$ cat src/hdl/modular_exponentiation_top_macros.svh
// Assertion macros for the modular exponentiation block.
`ifndef MODULAR_EXPONENTIATION_TOP_MACROS_SVH
`define MODULAR_EXPONENTIATION_TOP_MACROS_SVH
`ifndef SYNTHESIS
`define MEXP_ASSERT_IMP(lbl, ante, cons, msg) \
	lbl: assert property (@(posedge clk) disable iff (!arst_n) (ante) |-> (cons)) \
		else $error(msg);
`define MEXP_ASSERT_NXT(lbl, ante, cons, msg) \
	lbl: assert property (@(posedge clk) disable iff (!arst_n) (ante) |=> (cons)) \
		else $error(msg);
`else
`define MEXP_ASSERT_IMP(lbl, ante, cons, msg)
`define MEXP_ASSERT_NXT(lbl, ante, cons, msg)
`endif
`endif

$ cat src/hdl/mexp_pkg.sv
`timescale 1ns / 1ps

package mexp_pkg;

	localparam int MOD_W = 32;
	localparam int EXP_W = 63;

	typedef struct packed {
		logic [MOD_W-1:0] base_value;
		logic [EXP_W-1:0] exponent_value;
		logic [MOD_W-1:0] modulus_value;
	} mexp_in_t;

	typedef struct packed {
		logic [MOD_W-1:0] power_result;
		logic             bad_modulus;
	} mexp_out_t;

	typedef enum logic [2:0] {
		ST_IDLE,
		ST_REDUCE,
		ST_LAUNCH,
		ST_STEP,
		ST_DONE
	} mexp_state_t;

endpackage

$ cat src/hdl/modular_exponentiation_top.sv
// Modular exponentiation, base ** exponent mod modulus, by right-to-left
// square-and-multiply. Raise start with the operands while busy is low; the
// result appears on result for exactly one cycle with done high and cannot be
// held off, so the receiver must take it then. A modulus of zero returns zero
// with bad_modulus set, a modulus of one returns zero; both give the result
// beat in the cycle right after start. Otherwise the base is first reduced,
// then the exponent bits up to the highest set one are taken in turn: two
// bit-serial double-and-add multipliers (multiply and square) run in lockstep,
// spending one add-and-reduce per cycle, two per modulus bit.
`timescale 1ns / 1ps
`include "modular_exponentiation_top_macros.svh"

module modular_exponentiation_top (
	input  logic                clk,
	input  logic                arst_n,
	input  logic                start,
	output logic                busy,
	input  mexp_pkg::mexp_in_t  operands,
	output logic                done,
	output mexp_pkg::mexp_out_t result
);

	localparam int W = mexp_pkg::MOD_W;
	localparam int E = mexp_pkg::EXP_W;

	mexp_pkg::mexp_state_t state_q, state_d;

	logic [W-1:0] acc_q;
	logic [W-1:0] base_q;
	logic [W-1:0] mod_q;
	logic [E-1:0] exp_q;
	logic         bad_q;

	logic         accept;
	logic         mod_small;
	logic         go_a;
	logic         go_b;
	logic [W-1:0] a_x;
	logic [W-1:0] a_y;
	logic [W-1:0] a_m;
	logic         a_done;
	logic         b_done;
	logic [W-1:0] a_prod;
	logic [W-1:0] b_prod;

	assign accept    = start && !busy;
	assign mod_small = (operands.modulus_value[W-1:1] == '0);

	always_comb begin
		state_d = state_q;
		unique case (state_q)
			mexp_pkg::ST_IDLE: begin
				if (accept) begin
					state_d = mod_small ? mexp_pkg::ST_DONE : mexp_pkg::ST_REDUCE;
				end
			end
			mexp_pkg::ST_REDUCE: begin
				if (a_done) begin
					state_d = (exp_q == '0) ? mexp_pkg::ST_DONE : mexp_pkg::ST_LAUNCH;
				end
			end
			mexp_pkg::ST_LAUNCH: begin
				state_d = mexp_pkg::ST_STEP;
			end
			mexp_pkg::ST_STEP: begin
				if (a_done) begin
					state_d = (exp_q[E-1:1] == '0) ? mexp_pkg::ST_DONE
						: mexp_pkg::ST_LAUNCH;
				end
			end
			mexp_pkg::ST_DONE: begin
				state_d = mexp_pkg::ST_IDLE;
			end
			default: begin
				state_d = mexp_pkg::ST_IDLE;
			end
		endcase
	end

	always_comb begin
		busy = (state_q != mexp_pkg::ST_IDLE);
		done = (state_q == mexp_pkg::ST_DONE);
		go_a = (accept && !mod_small) || (state_q == mexp_pkg::ST_LAUNCH);
		go_b = (state_q == mexp_pkg::ST_LAUNCH);
		if (state_q == mexp_pkg::ST_IDLE) begin
			a_x = W'(1);
			a_y = operands.base_value;
			a_m = operands.modulus_value;
		end else begin
			a_x = acc_q;
			a_y = base_q;
			a_m = mod_q;
		end
	end

	always_ff @(posedge clk or negedge arst_n) begin
		if (!arst_n) begin
			state_q <= mexp_pkg::ST_IDLE;
		end else begin
			state_q <= state_d;
		end
	end

	always_ff @(posedge clk) begin
		if (accept) begin
			exp_q <= operands.exponent_value;
			mod_q <= operands.modulus_value;
			bad_q <= (operands.modulus_value == '0);
			acc_q <= mod_small ? '0 : W'(1);
		end else if (state_q == mexp_pkg::ST_REDUCE && a_done) begin
			base_q <= a_prod;
		end else if (state_q == mexp_pkg::ST_STEP && a_done) begin
			if (exp_q[0]) begin
				acc_q <= a_prod;
			end
			base_q <= b_prod;
			exp_q  <= {1'b0, exp_q[E-1:1]};
		end
	end

	mexp_mulmod u_mul (
		.clk    (clk),
		.arst_n (arst_n),
		.go     (go_a),
		.x      (a_x),
		.y      (a_y),
		.m      (a_m),
		.done   (a_done),
		.prod   (a_prod)
	);

	mexp_mulmod u_sqr (
		.clk    (clk),
		.arst_n (arst_n),
		.go     (go_b),
		.x      (base_q),
		.y      (base_q),
		.m      (mod_q),
		.done   (b_done),
		.prod   (b_prod)
	);

	assign result.power_result = acc_q;
	assign result.bad_modulus  = bad_q;

	`MEXP_ASSERT_NXT(a_done_single, done, !done, "result beat longer than one cycle")
	`MEXP_ASSERT_IMP(a_lockstep, (state_q == mexp_pkg::ST_STEP) && a_done, b_done,
		"multipliers out of step")
	`MEXP_ASSERT_NXT(a_zero_mod, accept && (operands.modulus_value == '0),
		done && result.bad_modulus, "zero modulus not flagged")
	`MEXP_ASSERT_IMP(a_in_range, done && !result.bad_modulus,
		result.power_result < mod_q, "result not below modulus")

endmodule

$ cat src/hdl/mexp_mulmod.sv
`timescale 1ns / 1ps

module mexp_mulmod (
	input  logic                      clk,
	input  logic                      arst_n,
	input  logic                      go,
	input  logic [mexp_pkg::MOD_W-1:0] x,
	input  logic [mexp_pkg::MOD_W-1:0] y,
	input  logic [mexp_pkg::MOD_W-1:0] m,
	output logic                      done,
	output logic [mexp_pkg::MOD_W-1:0] prod
);

	localparam int W     = mexp_pkg::MOD_W;
	localparam int CNT_W = $clog2(W + 1);

	logic [W-1:0]     acc_q;
	logic [W-1:0]     x_q;
	logic [W-1:0]     y_q;
	logic [W-1:0]     m_q;
	logic [CNT_W-1:0] cnt_q;
	logic             phase_q;
	logic             run_q;
	logic             done_q;

	logic [W:0]       sum;
	logic [W+1:0]     diff;
	logic [W-1:0]     red;

	// add_mod: phase 0 doubles, phase 1 adds x
	always_comb begin
		sum  = {1'b0, acc_q} + {1'b0, (phase_q ? x_q : acc_q)};
		diff = {1'b0, sum} - {2'b00, m_q};
		red  = diff[W+1] ? sum[W-1:0] : diff[W-1:0];
	end

	always_ff @(posedge clk or negedge arst_n) begin
		if (!arst_n) begin
			run_q   <= 1'b0;
			done_q  <= 1'b0;
			phase_q <= 1'b0;
			cnt_q   <= '0;
		end else begin
			done_q <= 1'b0;
			if (go) begin
				run_q   <= 1'b1;
				phase_q <= 1'b0;
				cnt_q   <= CNT_W'(W);
			end else if (run_q) begin
				phase_q <= ~phase_q;
				if (phase_q) begin
					cnt_q <= cnt_q - CNT_W'(1);
					if (cnt_q == CNT_W'(1)) begin
						run_q  <= 1'b0;
						done_q <= 1'b1;
					end
				end
			end
		end
	end

	always_ff @(posedge clk) begin
		if (go) begin
			acc_q <= '0;
			x_q   <= x;
			y_q   <= y;
			m_q   <= m;
		end else if (run_q) begin
			if (!phase_q) begin
				acc_q <= red;
			end else begin
				if (y_q[W-1]) begin
					acc_q <= red;
				end
				y_q <= {y_q[W-2:0], 1'b0};
			end
		end
	end

	assign done = done_q;
	assign prod = acc_q;

endmodule
$ cat config.mk
export PLATFORM = sky130hd
export DESIGN_NAME = modular_exponentiation_top
export DESIGN_NICKNAME = d
export VERILOG_FILES = /design/src/hdl/mexp_pkg.sv /design/src/hdl/modular_exponentiation_top.sv /design/src/hdl/mexp_mulmod.sv
export VERILOG_INCLUDE_DIRS = /design/src /design/src/hdl
export SDC_FILE = /design/constraint.sdc
export NUM_CORES = 1
export LEC_CHECK = 0
export ABC_AREA = 1
export BUFFER_PORTS_ARGS = -buffer_cell sky130_fd_sc_hd__buf_2
export CAP_MARGIN = 20
export CORE_AREA = 2 2 247 273
export DETAILED_ROUTE_END_ITERATION = 8
export DIE_AREA = 0 0 249 275
export HOLD_SLACK_MARGIN = 0.08
export PLACE_DENSITY = 0.61
export SETUP_SLACK_MARGIN = 0.4
export SLEW_MARGIN = 10
export SYNTH_ARGS = -nofsm -noshare
export SYNTH_HDL_FRONTEND = slang
export SYNTH_HIERARCHICAL = 1
export SYNTH_SLANG_ARGS = --single-unit
$ cat constraint.sdc
create_clock -name clk -period 7.3 [get_ports clk]
set_clock_uncertainty 0.15 [all_clocks]
set_input_delay 1.825 -clock clk [delete_from_list [all_inputs] [get_ports clk]]
set_output_delay 1.825 -clock clk [all_outputs]
set_load 0.05 [all_outputs]
## Word level (Yosys, flattened, before mapping)

Index checks and enable logic that the tools add are counted.

- Eq/ne operators: 12
- $mul: 0
- Mux-type cells: 55
- Divide/modulo/power cells: 0
- Reductions and logical operators: 28
- Add/subtract/negate cells: 6
- Shifts and indexed selects: 0
- Bitwise gates (word level): 3
- Magnitude comparators: 0

Operators with widths:

| cell | count |
|---|---|
| 32-bit two-way mux | 22 |
| 63-bit two-way mux | 3 |
| 33-bit by 32-bit subtractor with 34-bit output | 2 |
| 32-bit by 32-bit adder with 33-bit output | 2 |
| 63-bit logical NOT | 1 |
| 62-bit logical NOT | 1 |
| 6-bit two-way mux | 6 |
| 32-bit logical NOT | 1 |
| 31-bit logical NOT | 1 |
| 3-bit two-way mux | 6 |
| 1-bit two-way mux | 17 |
| 2-bit nonzero test | 7 |
| 6-bit by 1-bit equality test with 1-bit output, second input constant | 2 |
| 3-bit case mux with 4 select lines | 1 |
| 2-bit AND reduction | 6 |
| 6-bit by 1-bit subtractor with 6-bit output, second input constant | 2 |
| 2-bit by 1-bit inequality test with 1-bit output, second input constant | 4 |
| 3-bit by 2-bit equality test with 1-bit output, second input constant | 2 |
| 3-bit AND reduction | 2 |
| 1-bit logical AND | 4 |
| 2-bit inequality test, second input constant | 2 |
| 3-bit by 1-bit equality test with 1-bit output, second input constant | 1 |
| 3-bit equality test, second input constant | 1 |
| 3-bit logical NOT | 1 |
| other kinds (4) | 7 |

- Latch bits: 0
- Logic and storage cells: 125
- Bits in writable memories: 0
- ROM bits: 0
- Output and inout bits: 35
- Memories: 0
- Register bits: 436

## Logic depth before layout (Yosys ltp)

- Word-level depth: 7
- Depth in mapped cells: 32
- Gate-level depth less buffers: 31

## Cells and area by module

The synthesis kept the hierarchy.

By module, submodules not included:

| module | sequential area each (um^2) | instances | cells an instance | area an instance (um^2) |
|---|---|---|---|---|
| mexp_mulmod (u_sqr) | 3748.6 | 1 | 1659 | 10900.5 |
| mexp_mulmod (u_mul) | 3748.6 | 1 | 1437 | 10144.7 |
| modular_exponentiation_top | 4879.7 | 1 | 950 | 8262.9 |

## Worst setup path before layout

Ideal clock, no wire load.

- Kind: register -> register
- Start: register state_q[2]
- End: register u_mul.y_q[0] (enable)
- Data required time: 6762 ps
- Data arrival time: 6239 ps
- Slack: 523 ps
- Cell stages (with the launch flop): 8
- Cells stage by stage: dfrtp_1 inv_1 nand2_1 nor2_1 inv_1 nand2_1 nor2_1 inv_1

- Elaborated cells on any way between the ends: 9

RTL lines:

| what | RTL line | text |
|---|---|---|
| from (decl) | modular_exponentiation_top.sv:26 | `mexp_pkg::mexp_state_t state_q, state_d;` |
| from (signal assigned) | modular_exponentiation_top.sv:98 | `state_q <= mexp_pkg::ST_IDLE;` |
| from (signal assigned) | modular_exponentiation_top.sv:100 | `state_q <= state_d;` |
| 3-bit by 2-bit equality test with 1-bit output (*) | - |  |
| net go_b | modular_exponentiation_top.sv:37 | `logic go_b;` |
| 1-bit logical OR (*) | modular_exponentiation_top.sv:83 | `go_a = (accept && !mod_small) \|\| (state_q == mexp_pkg::ST_LAUNCH);` |
| net go_a | modular_exponentiation_top.sv:36 | `logic go_a;` |
| 2-bit nonzero test (no line) | - |  |
| 2-bit AND reduction (no line) (*) | - |  |
| to (signal assigned) | mexp_mulmod.sv:66 | `y_q <= y;` |
| to (signal assigned) | mexp_mulmod.sv:75 | `y_q <= {y_q[W-2:0], 1'b0};` |
| to (decl) | mexp_mulmod.sv:19 | `logic [W-1:0] y_q;` |

The timed path passes the listed nets; every way through them passes the cells marked *.
A chain may end at the register's enable or synchronous reset.

## Worst setup path after layout

- Start: register u_mul.phase_q
- End: register u_mul.acc_q[6] (netlist: u_mul/prod[6])

- Word-level cells in the longest chain between the ends: 6
- Elaborated cells on any way between the ends: 8

RTL lines:

| what | RTL line | text |
|---|---|---|
| from (decl) | mexp_mulmod.sv:22 | `logic phase_q;` |
| from (signal assigned) | mexp_mulmod.sv:50 | `phase_q <= ~phase_q;` |
| 32-bit two-way mux | mexp_mulmod.sv:32 | `sum = {1'b0, acc_q} + {1'b0, (phase_q ? x_q : acc_q)};` |
| 32-bit by 32-bit adder with 33-bit output | mexp_mulmod.sv:32 |  |
| 33-bit by 32-bit subtractor with 34-bit output | mexp_mulmod.sv:33 | `diff = {1'b0, sum} - {2'b00, m_q};` |
| 32-bit two-way mux | mexp_mulmod.sv:34 | `red = diff[W+1] ? sum[W-1:0] : diff[W-1:0];` |
| 32-bit two-way mux | mexp_mulmod.sv:72 | `if (y_q[W-1]) begin` |
| 32-bit two-way mux | mexp_mulmod.sv:69 | `if (!phase_q) begin` |
| to (signal assigned) | mexp_mulmod.sv:70 | `acc_q <= red;` |
| to (signal assigned) | mexp_mulmod.sv:73 | `acc_q <= red;` |
| to (decl) | mexp_mulmod.sv:17 | `logic [W-1:0] acc_q;` |

Parallel ways exist; a longest one is shown, timed or not. The select of a mux whose other input is x is not followed.

==> qor.yml <==
rsz0062_at_grt: "no"
port_buffers: 164
min_to: "u_sqr/m_q[3]"
setup-tns-final_ps: 0
clockRootBuffer: "clkbuf_16"
cpLargestDelayFamily: "simple AND/OR/NAND/NOR gates"
worstHoldPathCells: 0
cts.clk_slew.worst_paths_ps: 60
final-setup-viol-count: 0
grt.total_usage: 0.252
cts_buffers: 48
leakage_uw: 0.0161
min_period_over_period: 0.819
cts_resized: 0
worst-path-buf-inv: 2
p_total_uw: 5260
io_pins: 165
crit_path_end_kind: "register"
crit_type: "register to register"
fill_cells: 6637
die_h_um: 275
fmax_mhz: 167
num_rows: 99
cap_violations: 0
nets: 4439
cts_sinks: 436
crit_arrival_ps: 6280
grt_pass1_wl_mm: 134
path_max_fanout: 34
routedWlPerCell_um: 17.3
hold_viol: 0
die_width_um: 249
clock_path_buffers: 3
worst_path_max_delay_cell: "clkinv_1"
cts_setup_buffers: 0
p_per_area_nw_per_um2: 162
yosys_warnings: 6
instances_no_fill: 5071
dp.cells: 4980
drt_iter0_drc: 1719
peakVddDrop_v: 0.000155
reg2reg_setup_slack_ps: 1320
worst_pin_slew_ps: 1080
hold_ws_ps: 303
cts_hold_buf: 0
grt_pass1_vias: 24260
clock_latency_ps: 610
drive_gt1_frac: 0.105
initial_utilization: 0.445
postRouteAntennaNets: 0
area_growth_pct: 11.1
grt_max_degree: 92
netlist_instances: 4043
worstHoldStart: "mod_q[3]"
cp_common_cell: "nand2_1"
viasPerCell: 5.01
hp-class: "register to register"
vias: 25394
routed_wl_mm: 87.5
die_area_um2: 68500
firstDrtPassIters: 6
finalCriticalPeriod_ps: 5980
antenna_found_initial: 5
htreeDepth: 2
finalMaxSlewViolations: 0
hpwlAfterDp_mm: 68.2
worstSetupStartpoint: "u_mul/phase_q"
relSlewSlack: 0.281
globalplace.congestion: 0.957
startpoint_type: "register"
slowest_delay_ps: 750
syn_nets: 4309
reg2reg_depth: 26
cts_tree: "built"
design.core.area_um2: 65800
reg2reg_from: "u_mul/phase_q"
netlist_area_um2: 29300
cp.required_ps: 7600
drc: 0
regToRegEndpoint: "u_mul/prod[6]"
overflow: 0
fin_util: 0.495
synth.avg_cell_area_um2: 7.24
outcome: "finished, final reports clean"
cell type report:
| cell class | instances | area (um^2) | area share |
|---|---|---|---|
| inverter | 641 | 2410 | 0.0740 |
| antenna | 1 | 2.50 | 0.0000769 |
| clock inverter | 23 | 324 | 0.00996 |
| multi-input combinational | 2864 | 14100 | 0.432 |
| tap | 858 | 1070 | 0.0330 |
| timing repair buffer | 182 | 988 | 0.0304 |
| clock buffer | 66 | 1320 | 0.0407 |
| sequential | 436 | 12400 | 0.380 |
per-layer routing:
| metal | up-vias | wire length (um) | share of wire | global-route usage |
|---|---|---|---|---|
| met5 | - | 14 | 0.00016 | 0 |
| met2 | 605 | 45100 | 0.51 | 0.474 |
| li1 | 12948 | - | - | - |
| met4 | 2 | 3630 | 0.041 | 0.0995 |
| met1 | 11663 | 34900 | 0.40 | 0.291 |
| met3 | 176 | 3960 | 0.045 | 0.0319 |
stage by stage:
step / setup slack [ps] / area (um^2)
floorplan: 523 / 29300
global placement: 1480 / 30900
global route: 677 / 32500
CTS: 1370 / 32500
detailed placement: 1420 / 30900
finish: 1320 / 32500
flip-flops by register name (all words and copies together) (netlist names), 3 cells and up:
register and flops:
u_mul/cnt_q 6, u_sqr/y_q 32, u_sqr/x_q 32, mod_q 32
acc_q 32, u_sqr/cnt_q 6, u_sqr/m_q 32, u_mul/x_q 32
exp_q 63, u_mul/prod 32, state_q 3, u_mul/m_q 32
u_sqr/prod 32, base_q 32, u_mul/y_q 32
report_power, final:
| group | internal [uW] | total (uW) | switching [uW] |
|---|---|---|---|
| Combinational | 25.6 | 49.4 | 23.7 |
| Clock | 1500 | 2560 | 1070 |
| Sequential | 2650 | 2650 | 0 |
| Total | 4170 | 5260 | 1090 |
cells in the final DEF, fill, tap and decap left out, types with 8 or more instances in the layout:
cell and n:
nand2_1 1664, nand2_2 18, xor2_1 48, buf_4 16, xnor2_1 12, edfxtp_1 352
dfrtp_1 20, nand3b_1 18, clkbuf_16 49, nor2_2 9, a21oi_1 129, nor2_1 300
o21ai_0 77, inv_2 26, nand2_4 8, mux2_4 15, clkbuf_1 11, buf_2 164
o21ai_1 9, nand3_1 238, dfxtp_1 64, o21bai_1 14, nor3_1 21, nand4_1 16
a21o_1 8, ha_1 132, mux2_2 16, inv_1 610, a21oi_2 67
worst max-delay path by stage:
stage                endpoint  cells past startpoint
3_3_place_gp   u_mul/prod[15]                     27
3_5_place_dp   u_mul/prod[27]                     27
5_1_grt         u_mul/prod[5]                     24
2_1_floorplan    u_mul/y_q[0]                      7
6_report        u_mul/prod[6]                     26
4_1_cts         u_mul/prod[6]                     25
Note: power is estimated with default switching activity, not from simulation.
